$ cat src/mpf_pkg.sv
// shared constants, types and helpers of the multilevel priority fifo
`timescale 1ns / 1ps

package mpf_pkg;

  localparam int MAX_PRIO    = 5;
  localparam int NUM_LEVELS  = MAX_PRIO + 1;
  localparam int LEVEL_DEPTH = 16;
  localparam int TAG_WIDTH   = 16;

  localparam int PRIO_W = 3;
  localparam int TOP_W  = 4;
  localparam int STAT_W = 2;
  localparam int IDX_W  = (LEVEL_DEPTH > 1) ? $clog2(LEVEL_DEPTH) : 1;
  localparam int CNT_W  = $clog2(LEVEL_DEPTH + 1);
  localparam int ENTRIES = NUM_LEVELS * LEVEL_DEPTH;
  localparam int ADDR_W = $clog2(ENTRIES);

  localparam logic [STAT_W-1:0] ST_OK       = 2'd0;
  localparam logic [STAT_W-1:0] ST_BAD_PRIO = 2'd1;
  localparam logic [STAT_W-1:0] ST_FULL     = 2'd2;
  localparam logic [STAT_W-1:0] ST_EMPTY    = 2'd3;

  localparam logic signed [TOP_W-1:0] TOP_NONE = -4'sd1;

  typedef logic [NUM_LEVELS-1:0] level_mask_t;

  typedef struct packed {
    logic                     wr;
    logic                     rd;
    logic [ADDR_W-1:0]        addr;
    logic [STAT_W-1:0]        status;
    logic                     hit;
    logic signed [TOP_W-1:0]  top;
  } mpf_cmd_t;

  function automatic logic signed [TOP_W-1:0] top_of(input level_mask_t bits);
    logic signed [TOP_W-1:0] r;
    r = TOP_NONE;
    for (int l = 0; l < NUM_LEVELS; l++) begin
      if (bits[l]) r = TOP_W'(l);
    end
    return r;
  endfunction

endpackage

$ cat src/mpf_if.sv
// request and response channel interfaces
`timescale 1ns / 1ps

interface mpf_req_if import mpf_pkg::*; ();
  logic                 valid;
  logic                 ready;
  logic                 op;
  logic [PRIO_W-1:0]    priority_req;
  logic [TAG_WIDTH-1:0] item_tag;

  modport source(output valid, op, priority_req, item_tag, input ready);
  modport sink(input valid, op, priority_req, item_tag, output ready);
endinterface

interface mpf_rsp_if import mpf_pkg::*; ();
  logic                     valid;
  logic                     ready;
  logic                     pop_valid;
  logic [TAG_WIDTH-1:0]     popped_tag;
  logic [STAT_W-1:0]        status;
  logic signed [TOP_W-1:0]  top_priority;

  modport source(output valid, pop_valid, popped_tag, status, top_priority, input ready);
  modport sink(input valid, pop_valid, popped_tag, status, top_priority, output ready);
endinterface

$ cat src/mpf_entry_ram.sv
// single-port-write, registered-read entry memory
`timescale 1ns / 1ps

module mpf_entry_ram #(
  parameter int DEPTH = 96,
  parameter int WIDTH = 16
) (
  input  logic                     clk,
  input  logic                     we,
  input  logic [$clog2(DEPTH)-1:0] waddr,
  input  logic [WIDTH-1:0]         wdata,
  input  logic                     re,
  input  logic [$clog2(DEPTH)-1:0] raddr,
  output logic [WIDTH-1:0]         rdata
);

  logic [WIDTH-1:0] mem [DEPTH];

  always_ff @(posedge clk) begin
    if (we) begin
      mem[waddr] <= wdata;
    end
  end

  always_ff @(posedge clk) begin
    if (re) begin
      rdata <= mem[raddr];
    end
  end

endmodule

$ cat src/mpf_level_ctrl.sv
// per-level head, tail and count registers and the push/pop decision
`timescale 1ns / 1ps

module mpf_level_ctrl import mpf_pkg::*; (
  input  logic              clk,
  input  logic              rst,
  input  logic              accept,
  input  logic              op,
  input  logic [PRIO_W-1:0] priority_req,
  output mpf_cmd_t          cmd
);

  localparam logic [ADDR_W-1:0] DEPTH_A = ADDR_W'(LEVEL_DEPTH);
  localparam logic [CNT_W-1:0]  FULL_C  = CNT_W'(LEVEL_DEPTH);
  localparam logic [IDX_W-1:0]  LAST_I  = IDX_W'(LEVEL_DEPTH - 1);

  logic [IDX_W-1:0] head  [NUM_LEVELS];
  logic [IDX_W-1:0] tail  [NUM_LEVELS];
  logic [CNT_W-1:0] count [NUM_LEVELS];

  level_mask_t             busy_lvls;
  level_mask_t             busy_next;
  logic signed [TOP_W-1:0] top_now;
  logic                    prio_ok;
  logic [PRIO_W-1:0]       sel;
  logic [IDX_W-1:0]        idx;
  logic [IDX_W-1:0]        idx_next;
  logic                    do_push;
  logic                    do_pop;

  always_comb begin
    for (int l = 0; l < NUM_LEVELS; l++) begin
      busy_lvls[l] = (count[l] != '0);
    end
  end

  assign top_now = top_of(busy_lvls);
  assign prio_ok = (priority_req <= PRIO_W'(MAX_PRIO));

  always_comb begin
    sel      = '0;
    idx      = '0;
    do_push  = 1'b0;
    do_pop   = 1'b0;
    busy_next = busy_lvls;
    cmd      = '0;
    if (op) begin
      if (top_now == TOP_NONE) begin
        cmd.status = ST_EMPTY;
      end else begin
        sel        = top_now[PRIO_W-1:0];
        idx        = head[sel];
        do_pop     = 1'b1;
        cmd.status = ST_OK;
        if (count[sel] == CNT_W'(1)) busy_next[sel] = 1'b0;
      end
    end else begin
      if (!prio_ok) begin
        cmd.status = ST_BAD_PRIO;
      end else begin
        sel = priority_req;
        idx = tail[sel];
        if (count[sel] == FULL_C) begin
          cmd.status = ST_FULL;
        end else begin
          do_push        = 1'b1;
          cmd.status     = ST_OK;
          busy_next[sel] = 1'b1;
        end
      end
    end
    cmd.wr   = do_push;
    cmd.rd   = do_pop;
    cmd.hit  = do_pop;
    cmd.addr = ADDR_W'(sel) * DEPTH_A + ADDR_W'(idx);
    cmd.top  = top_of(busy_next);
  end

  assign idx_next = (idx == LAST_I) ? '0 : idx + IDX_W'(1);

  always_ff @(posedge clk) begin
    if (rst) begin
      for (int l = 0; l < NUM_LEVELS; l++) begin
        head[l]  <= '0;
        tail[l]  <= '0;
        count[l] <= '0;
      end
    end else if (accept) begin
      if (do_push) begin
        tail[sel]  <= idx_next;
        count[sel] <= count[sel] + CNT_W'(1);
      end else if (do_pop) begin
        head[sel]  <= idx_next;
        count[sel] <= count[sel] - CNT_W'(1);
      end
    end
  end

endmodule

$ cat src/multilevel_priority_fifo.sv
// Multilevel priority fifo: one fifo per priority level 0..MAX_PRIO, pop from the highest
// non-empty level. The accept cycle decides and updates the level pointers and issues the
// entry memory write or read; once the response register has room, the registered read
// data is collected into that register. The request side is ready again once the
// response register has room, so a stalled response holds up one request at most.
// Entries are never cleared; a pop only ever reads slots that a push has written.
`timescale 1ns / 1ps

module multilevel_priority_fifo import mpf_pkg::*; (
  input  logic      clk,
  input  logic      rst,
  mpf_req_if.sink   req,
  mpf_rsp_if.source rsp
);

  mpf_cmd_t                cmd;
  logic                    accept;
  logic                    busy;
  logic                    load;
  logic                    pend_hit;
  logic [STAT_W-1:0]       pend_status;
  logic signed [TOP_W-1:0] pend_top;
  logic [TAG_WIDTH-1:0]    rd_data;
  logic                    out_valid;
  logic                    out_hit;
  logic [TAG_WIDTH-1:0]    out_tag;
  logic [STAT_W-1:0]       out_status;
  logic signed [TOP_W-1:0] out_top;

  assign req.ready = !busy;
  assign accept    = req.valid && req.ready;
  assign load      = busy && (!out_valid || rsp.ready);

  mpf_level_ctrl u_ctrl (
    .clk          (clk),
    .rst          (rst),
    .accept       (accept),
    .op           (req.op),
    .priority_req (req.priority_req),
    .cmd          (cmd)
  );

  mpf_entry_ram #(
    .DEPTH (ENTRIES),
    .WIDTH (TAG_WIDTH)
  ) u_ram (
    .clk   (clk),
    .we    (accept && cmd.wr),
    .waddr (cmd.addr),
    .wdata (req.item_tag),
    .re    (accept && cmd.rd),
    .raddr (cmd.addr),
    .rdata (rd_data)
  );

  always_ff @(posedge clk) begin
    if (rst) begin
      busy <= 1'b0;
    end else if (accept) begin
      busy <= 1'b1;
    end else if (load) begin
      busy <= 1'b0;
    end
  end

  always_ff @(posedge clk) begin
    if (accept) begin
      pend_hit    <= cmd.hit;
      pend_status <= cmd.status;
      pend_top    <= cmd.top;
    end
  end

  always_ff @(posedge clk) begin
    if (rst) begin
      out_valid <= 1'b0;
    end else if (load) begin
      out_valid <= 1'b1;
    end else if (rsp.ready) begin
      out_valid <= 1'b0;
    end
  end

  always_ff @(posedge clk) begin
    if (load) begin
      out_hit    <= pend_hit;
      out_tag    <= pend_hit ? rd_data : '0;
      out_status <= pend_status;
      out_top    <= pend_top;
    end
  end

  assign rsp.valid        = out_valid;
  assign rsp.pop_valid    = out_hit;
  assign rsp.popped_tag   = out_tag;
  assign rsp.status       = out_status;
  assign rsp.top_priority = out_top;

endmodule

$ cat src/flat_wrapper.sv
// flat-port wrapper written by rule: the top's interface ports become plain ports
module multilevel_priority_fifo_flat import mpf_pkg::*;
  (clk, rst, req_valid, req_op, req_priority_req, req_item_tag, req_ready, rsp_valid, rsp_pop_valid, rsp_popped_tag, rsp_status, rsp_top_priority, rsp_ready);
  mpf_req_if req_i ();
  mpf_rsp_if rsp_i ();
  input  logic clk;
  input  logic rst;
  input wire logic [$bits(req_i.valid)-1:0] req_valid;
  input wire logic [$bits(req_i.op)-1:0] req_op;
  input wire logic [$bits(req_i.priority_req)-1:0] req_priority_req;
  input wire logic [$bits(req_i.item_tag)-1:0] req_item_tag;
  output wire logic [$bits(req_i.ready)-1:0] req_ready;
  output wire logic [$bits(rsp_i.valid)-1:0] rsp_valid;
  output wire logic [$bits(rsp_i.pop_valid)-1:0] rsp_pop_valid;
  output wire logic [$bits(rsp_i.popped_tag)-1:0] rsp_popped_tag;
  output wire logic [$bits(rsp_i.status)-1:0] rsp_status;
  output wire logic [$bits(rsp_i.top_priority)-1:0] rsp_top_priority;
  input wire logic [$bits(rsp_i.ready)-1:0] rsp_ready;
  assign req_i.valid = req_valid;
  assign req_i.op = req_op;
  assign req_i.priority_req = req_priority_req;
  assign req_i.item_tag = req_item_tag;
  assign req_ready = req_i.ready;
  assign rsp_valid = rsp_i.valid;
  assign rsp_pop_valid = rsp_i.pop_valid;
  assign rsp_popped_tag = rsp_i.popped_tag;
  assign rsp_status = rsp_i.status;
  assign rsp_top_priority = rsp_i.top_priority;
  assign rsp_i.ready = rsp_ready;
  multilevel_priority_fifo u_core (.clk(clk), .rst(rst), .req(req_i), .rsp(rsp_i));
endmodule
$ cat config.mk
export PLATFORM = sky130hd
export DESIGN_NAME = multilevel_priority_fifo_flat
export DESIGN_NICKNAME = d
export VERILOG_FILES = /design/src/mpf_pkg.sv /design/src/mpf_if.sv /design/src/mpf_entry_ram.sv /design/src/mpf_level_ctrl.sv /design/src/multilevel_priority_fifo.sv /design/src/flat_wrapper.sv
export SDC_FILE = /design/constraint.sdc
export NUM_CORES = 2
export LEC_CHECK = 0
export ABC_AREA = 0
export BUFFER_PORTS_ARGS = -buffer_cell sky130_fd_sc_hd__buf_2
export CAP_MARGIN = 20
export CORE_ASPECT_RATIO = 0.75
export CORE_MARGIN = 1.5
export CORE_UTILIZATION = 40
export CTS_BUF_LIST = sky130_fd_sc_hd__clkbuf_16
export CTS_CLUSTER_DIAMETER = 120
export DETAILED_ROUTE_END_ITERATION = 8
export GPL_TIMING_DRIVEN = 0
export PLACE_DENSITY = 0.6
export SLEW_MARGIN = 0
export SYNTH_ARGS = -nofsm -noshare
export SYNTH_HDL_FRONTEND = slang
export SYNTH_HIERARCHICAL = 1
export SYNTH_SLANG_ARGS = --single-unit
$ cat constraint.sdc
create_clock -name clk -period 9 [get_ports clk]
set_input_delay 0.45 -clock clk [delete_from_list [all_inputs] [get_ports clk]]
set_output_delay 0.45 -clock clk [all_outputs]
set_load 0.02 [all_outputs]
# Word level (Yosys, flattened, before mapping)
# Memories as Yosys holds them, arrays and structs flattened. A register that Yosys moved wholly into a read port is not among the register bits.
# Index checks and enable logic that the tools add are counted.
[totals]
inputBits = 24
latch_bits = 0
rom_bits = 0
regBits = 32
n_memories = 4
ramBits = 1614
[classes]
n_addsub = 4
n_mux = 63
n_eq_ne = 4
n_mul = 0
n_div = 0
n_reduce_logical = 22
shifts = 0
bitwise_logic = 4
order_cmp = 5
[mem_list]
columns = ["memory", "words", "width", "read_ports", "rd_ports_with_merged_regs", "write_ports", "line_no", "source"]
rows = [
  ["u_core.u_ram.mem", 96, 16, 1, 1, 1, "mpf_entry_ram.sv:17", "logic [WIDTH-1:0] mem [DEPTH];"],
  ["u_core.u_ctrl.count", 6, 5, 9, 0, 6, "mpf_level_ctrl.sv:19", "logic [CNT_W-1:0] count [NUM_LEVELS];"],
  ["u_core.u_ctrl.head", 6, 4, 1, 0, 6, "mpf_level_ctrl.sv:17", "logic [IDX_W-1:0] head [NUM_LEVELS];"],
  ["u_core.u_ctrl.tail", 6, 4, 1, 0, 6, "mpf_level_ctrl.sv:18", "logic [IDX_W-1:0] tail [NUM_LEVELS];"],
]
[op_table]
columns = ["op", "n"]
rows = [
  ["$mux 4", 13],
  ["$mux 6", 5],
  ["$reduce_bool 5->1", 6],
  ["$mux 1", 28],
  ["$mux 3", 9],
  ["$mux 5", 2],
  ["$reduce_or 5->1", 2],
  ["$lt 3x4->1 const B", 2],
  ["$mux 2", 4],
  ["$reduce_or 4->1", 2],
  ["$add 7x4->7", 1],
  ["$and 6x6->6", 1],
  ["$demux 1 s3", 2],
  ["$ge 3x1->1 const B", 2],
  ["$logic_and 1x1->1", 6],
  ["$not 6->6", 1],
  ["$or 6x6->6", 1],
  ["$add 5x1->5 const B", 1],
  ["$eq 5x1->1 const B", 1],
  ["$eq 5x5->1 const B", 1],
  ["$sub 5x1->5 const B", 1],
  ["$add 4x1->4 const B", 1],
  ["$eq 4x1->1 const B", 1],
  ["$eq 4x4->1 const B", 1],
  ["other kinds (6)", 8],
]

# Logic depth before layout (Yosys ltp)
# An unclocked memory read counts as a cell.
[logic_depth]
ltp_word = 22
mapped_depth = 19
mapped_depth_nobuf = 17

# Cells and area by module
# Netlist, hierarchy kept.
[modules_own_cells]
columns = ["mod", "seq_area_each_um2", "instances", "cells_each", "area_each_um2"]
rows = [
  ["mpf_entry_ram", 46604.7, 1, 2614, 59404.5],
  ["mpf_level_ctrl", 2732.6, 1, 539, 5464.0],
  ["multilevel_priority_fifo", 940.9, 1, 58, 1108.6],
]

# Least setup slack after synthesis
# No wires, ideal clock.
[synth_timing]
path_kind = "register -> register"
from = "memory u_core/u_ctrl/count[4][0] (netlist bit)"
to = "memory u_core.u_ram.mem[50][0], enable pin"
setup_ps = 409
period_less_slack_ps = 4267
t_arrival_ps = 3858
setup_slack_ps = 4733
required_time_ps = 8591
path_buffers = 2
stages_incl_launch_ff = 11
cell_sequence = "edfxtp_1 -> or4_4 -> a211oi_2 -> a311o_2 -> a21boi_4 -> inv_2 -> clkbuf_1 -> buf_2 -> nor2b_1 -> nand3_1 -> nor3_1"
[synth_rtl]
columns = ["element", "line_no"]
rows = [
  ["start, declared", "mpf_level_ctrl.sv:19"],
  ["end, declared", "mpf_entry_ram.sv:17"],
]

==> impl_summary.md <==
Detailed routing
The first routing iteration left 5,023 violations. The total wirelength of the detailed-routed design is 194 mm. The residual antenna-violating net count after detailed routing is 0. The average wire length per cell after detail routing is 33.2 um. The post-detailed-route via-to-cell ratio is 6.03. The first detailed-routing pass ran for 5 iterations. The remaining routing DRC violations is 0.

The via count of the routed design is 35,200.

Global route
The initial antenna violation count came to 10. The most utilized layer in the global route result is met1. Entering global routing, the biggest net connects 85 pins. The met2 track utilization from global routing is 31.7%.

In the global route stage, overall resource usage came out at 23.1%. The via count of the first global-routing pass was 33,600. The global route total overflow is 0. The first global-routing pass estimated 267 mm of wire. The global-route met3 utilization is 7.67%. The met1 usage is 35.0%.

Floorplan
For this configuration, the core starts out at a cell density of 40.5%. The width of the die is 472 um. In this run the vertical extent of the chip is 355 um. The floorplan step defined a die boundary enclosing 167,000 um2.

49 I/O pins were placed. The number of placement rows is 128. The core region is 163,000 um2.

Timing
The highest achievable clock rate is 142 MHz. For the pin with the worst max-slew slack, the measured transition is 1.47 ns. The total count of hold-check failures in the final report is 0. The final-report setup violation count is 0. Setup repair after global routing left no endpoint under its margin. Headroom to the max-slew limit came out at 1.74%. The clock period could shrink to 7.07 ns.

After layout, the worst path uses 78.5% of the clock period. The number of slew-limit violations in the final report came to 0. The summed negative setup slack over all endpoints is 0 ns.

Clock skew on the completed layout was measured at 0.0330 ns.

Critical path
The critical path's slowest cell is sky130_fd_sc_hd__buf_1. In this design, the largest share of critical-path delay is due to buffers and inverters. The required time of the critical path is 9.44 ns. The setup slack on the worst flop-to-flop path is 1.93 ns. The sort of element at the end of the critical path is a register.

The startpoint of the lowest-slack register-to-register path is u_core/u_ctrl/count[3][4]. By startpoint and endpoint, the worst setup path is classified as reg -> reg. The type of element launching the critical path is a register. For the worst flop-to-flop path, the logic depth is 13. The critical path starts at u_core/u_ctrl/count[3][4]. Of all nets on the critical path, the largest fanout is 17. The delay of the slowest critical-path stage is 0.83 ns.

In this design, the critical path's most frequently occurring cell is sky130_fd_sc_hd__buf_2. The endpoint identified for the worst register-to-register timing path is u_core/u_ram/rdata[8]. Traced cell by cell, the critical path runs through or4_4, a211oi_1, a221o_1, o21ai_1, and2_1, inv_1, buf_2, buf_2, clkbuf_1, buf_1, nand2_1, o211ai_1, nand3_1. The data arrival at the endpoint of the critical path is 7.50 ns. The number of buffers and inverters on the critical path is 5.

Worst hold path
The startpoint identified for the worst hold timing path is req_item_tag[13]. Along the worst hold path, the cell count comes to 1. The worst hold path belongs to the class in -> reg. The path with the worst hold slack has its endpoint at u_core/u_ram/mem[6][13].

Cells and area
The net count reported at finish is 3,587. From synthesis to final layout, the design area changed by 16.2%. Once layout is complete, the utilization of the core stands at 47.0%. The count of filler cells inserted in the layout is 13,500. The post-route netlist has 28.2% of its cells at a drive strength greater than 1.

Yosys
The area of the mapped netlist is 66,000 um2. The warning count from the yosys run is 6. Sequential elements use 76.2% of the synthesized area. In the synthesized netlist the async set-or-reset flop fraction comes to 0%. The mean area per synthesized cell is 20.5 um2. The total of flip-flops plus latches after synthesis is 1,675. Counting distinct cell types in the post-synthesis netlist gives 87. In the synthesized netlist, the number of instances is 3,211.

The number of enable flip-flop cells after synthesis is 1,673. The leading register cell type out of synthesis is sky130_fd_sc_hd__edfxtp_1.

Placed design
The number of buffers added on ports is 47. The estimated wirelength of the detail-placed design is 135 mm. The routability congestion estimate from global placement is 1.08.

Clock tree
Clock tree synthesis selected as its root buffer the cell sky130_fd_sc_hd__clkbuf_16. The number of clock sinks seen by CTS is 1,675. The maximum clock path buffer count is 3.

The number of buffers created by CTS is 158. The clock latency of the later-clocked register in the worst-skew pair is 0.80 ns. The CTS tree is built. The H-tree depth is 4. Clock-pin slew was measured on the worst setup and hold paths at 0.06 ns.

Job
The max-capacitance violation count is 0.

Power
Across the VDD grid, the largest voltage drop is 0.000215 V. In this run the static leakage power is 24.0 nW. The power density relative to cell area is 226 nW/um2.

Outcome
The run finished with clean final reports.
routing by layer:
layer | up-vias | share of wire (%) | routed length, um
li1 | 14100 | - | -
met1 | 18900 | 43 | 83700
met2 | 2003 | 42 | 81600
met3 | 247 | 12 | 24100
met4 | 0 | 2.3 | 4540
met5 | - | 0 | 0
stage by stage:
stage	worst slack, ns	power (W)	hold slack (ns)	instances	instance area (um2)
2_1_floorplan	4.73	0.00980	0.400	3223	66000
3_3_place_gp	1.63	0.0106	0.404	5415	68900
3_5_place_dp	2.39	0.0107	0.407	5533	71300
4_1_cts	2.36	0.0174	0.0190	5830	76600
5_1_grt	1.94	0.0178	0.0603	5835	76700
6_report	1.93	0.0173	0.0715	5840	76700
cells in the final DEF (no fill, tap or decap), types with 23 or more instances in the layout:
master and instances:
sky130_fd_sc_hd__a21oi_1 50, sky130_fd_sc_hd__a22oi_1 45, sky130_fd_sc_hd__and2_1 23, sky130_fd_sc_hd__buf_16 30, sky130_fd_sc_hd__buf_2 91, sky130_fd_sc_hd__buf_4 56, sky130_fd_sc_hd__buf_8 72, sky130_fd_sc_hd__clkbuf_1 58
sky130_fd_sc_hd__clkbuf_16 162, sky130_fd_sc_hd__clkinv_1 42, sky130_fd_sc_hd__edfxtp_1 1673, sky130_fd_sc_hd__inv_1 55, sky130_fd_sc_hd__mux2i_1 91, sky130_fd_sc_hd__mux4_2 392, sky130_fd_sc_hd__nand2_1 135, sky130_fd_sc_hd__nand2b_1 24
sky130_fd_sc_hd__nand3_1 61, sky130_fd_sc_hd__nor2_1 87, sky130_fd_sc_hd__nor2_2 94, sky130_fd_sc_hd__nor3_1 27, sky130_fd_sc_hd__o211ai_1 24, sky130_fd_sc_hd__o22ai_1 33
where the power goes:
| part | total (W) | leakage (nW) | internal (W) | switching, W |
|---|---|---|---|---|
| logic | 0.00188 | 6.15 | 0.000635 | 0.00125 |
| clock network | 0.00677 | 2.66 | 0.00382 | 0.00295 |
| registers | 0.00866 | 15.2 | 0.00863 | 0.0000285 |
what timing repair did:
item,CTS,global route
gates resized for setup,0,0
endpoints found under the hold margin,17,0
buffers inserted,0,0
hold buffers,6,0
synthesized netlist by cell type (all sizes together), types with 5 or more instances:
master	count	area share, %
edfxtp	1673	76
mux4	392	13
nor2	181	1.1
nand2	135	0.77
buf	112	1.0
mux2i	91	1.4
nand3	62	0.47
clkbuf	58	0.33
a21oi	50	0.38
a22oi	46	0.53
nor3	37	0.29
o22ai	33	0.31
inv	28	0.16
and2	26	0.25
nand2b	24	0.23
o211ai	24	0.27
nor2b	21	0.20
o2111ai	21	0.28
o21ai	21	0.16
a31oi	18	0.17
a211oi	13	0.16
nor4	13	0.22
a31o	8	0.11
mux2	8	0.14
nand4	7	0.076
and3	6	0.057
nand3b	6	0.068
o221ai	6	0.080
or2	6	0.057
or3	6	0.057
or4	6	0.085
o31ai	5	0.064
o41ai	5	0.12
or3b	5	0.066
state kept, by name, indices dropped and copies added (netlist names), 4 cells and up:
register	count
u_core/u_ctrl/head	27
u_core/rsp.top_priority	4
u_core/u_ram/mem	1536
u_core/rsp.popped_tag	16
u_core/u_ctrl/count	40
u_core/u_ctrl/tail	24
u_core/pend_top	4
u_core/u_ram/rdata	16
cell families after synthesis:
family          synth area share [%]
fa+ha+maj                      0.138
buf+inv                         1.51
other cells                  0.00568
mux                             14.9
compound gates                  3.09
xor+xnor                      0.0796
simple gates                    4.08
flops                           76.2
worst register-to-register path: cells and delay by family (launching register included):
| kind | cells | cell delay [ns] |
|---|---|---|
| buffers and inverters | 5 | 3.25 |
| DFF | 1 | 0.56 |
| AOI/OAI and AO/OA | 4 | 1.49 |
| and+or+nand+nor | 4 | 1.43 |
worst max-delay path by stage:
stage | cells after the start | end | slack [ns]
3_5_place_dp | 14 | u_core/u_ram/rdata[6] | 2.39
3_3_place_gp | 9 | u_core/u_ram/mem[46][2] | 1.63
5_1_grt | 13 | u_core/u_ram/rdata[8] | 1.94
2_1_floorplan | 10 | u_core/u_ram/mem[50][0] | 4.73
6_report | 13 | u_core/u_ram/rdata[8] | 1.93
4_1_cts | 14 | u_core/u_ram/rdata[6] | 2.36
area by class of cell:
cell class | instances | area (um2) | share of cell area (%)
Sequential cell | 1675 | 50300 | 65.6
Multi-Input combinational cell | 1349 | 15000 | 19.6
Clock buffer | 162 | 4050 | 5.29
Tap cell | 2145 | 2680 | 3.50
Timing Repair Buffer | 175 | 2460 | 3.21
Clock inverter | 129 | 1160 | 1.51
Buffer | 170 | 886 | 1.16
Inverter | 29 | 109 | 0.142
Antenna cell | 6 | 15.0 | 0.0196
Power figures use the tool's default switching activity.
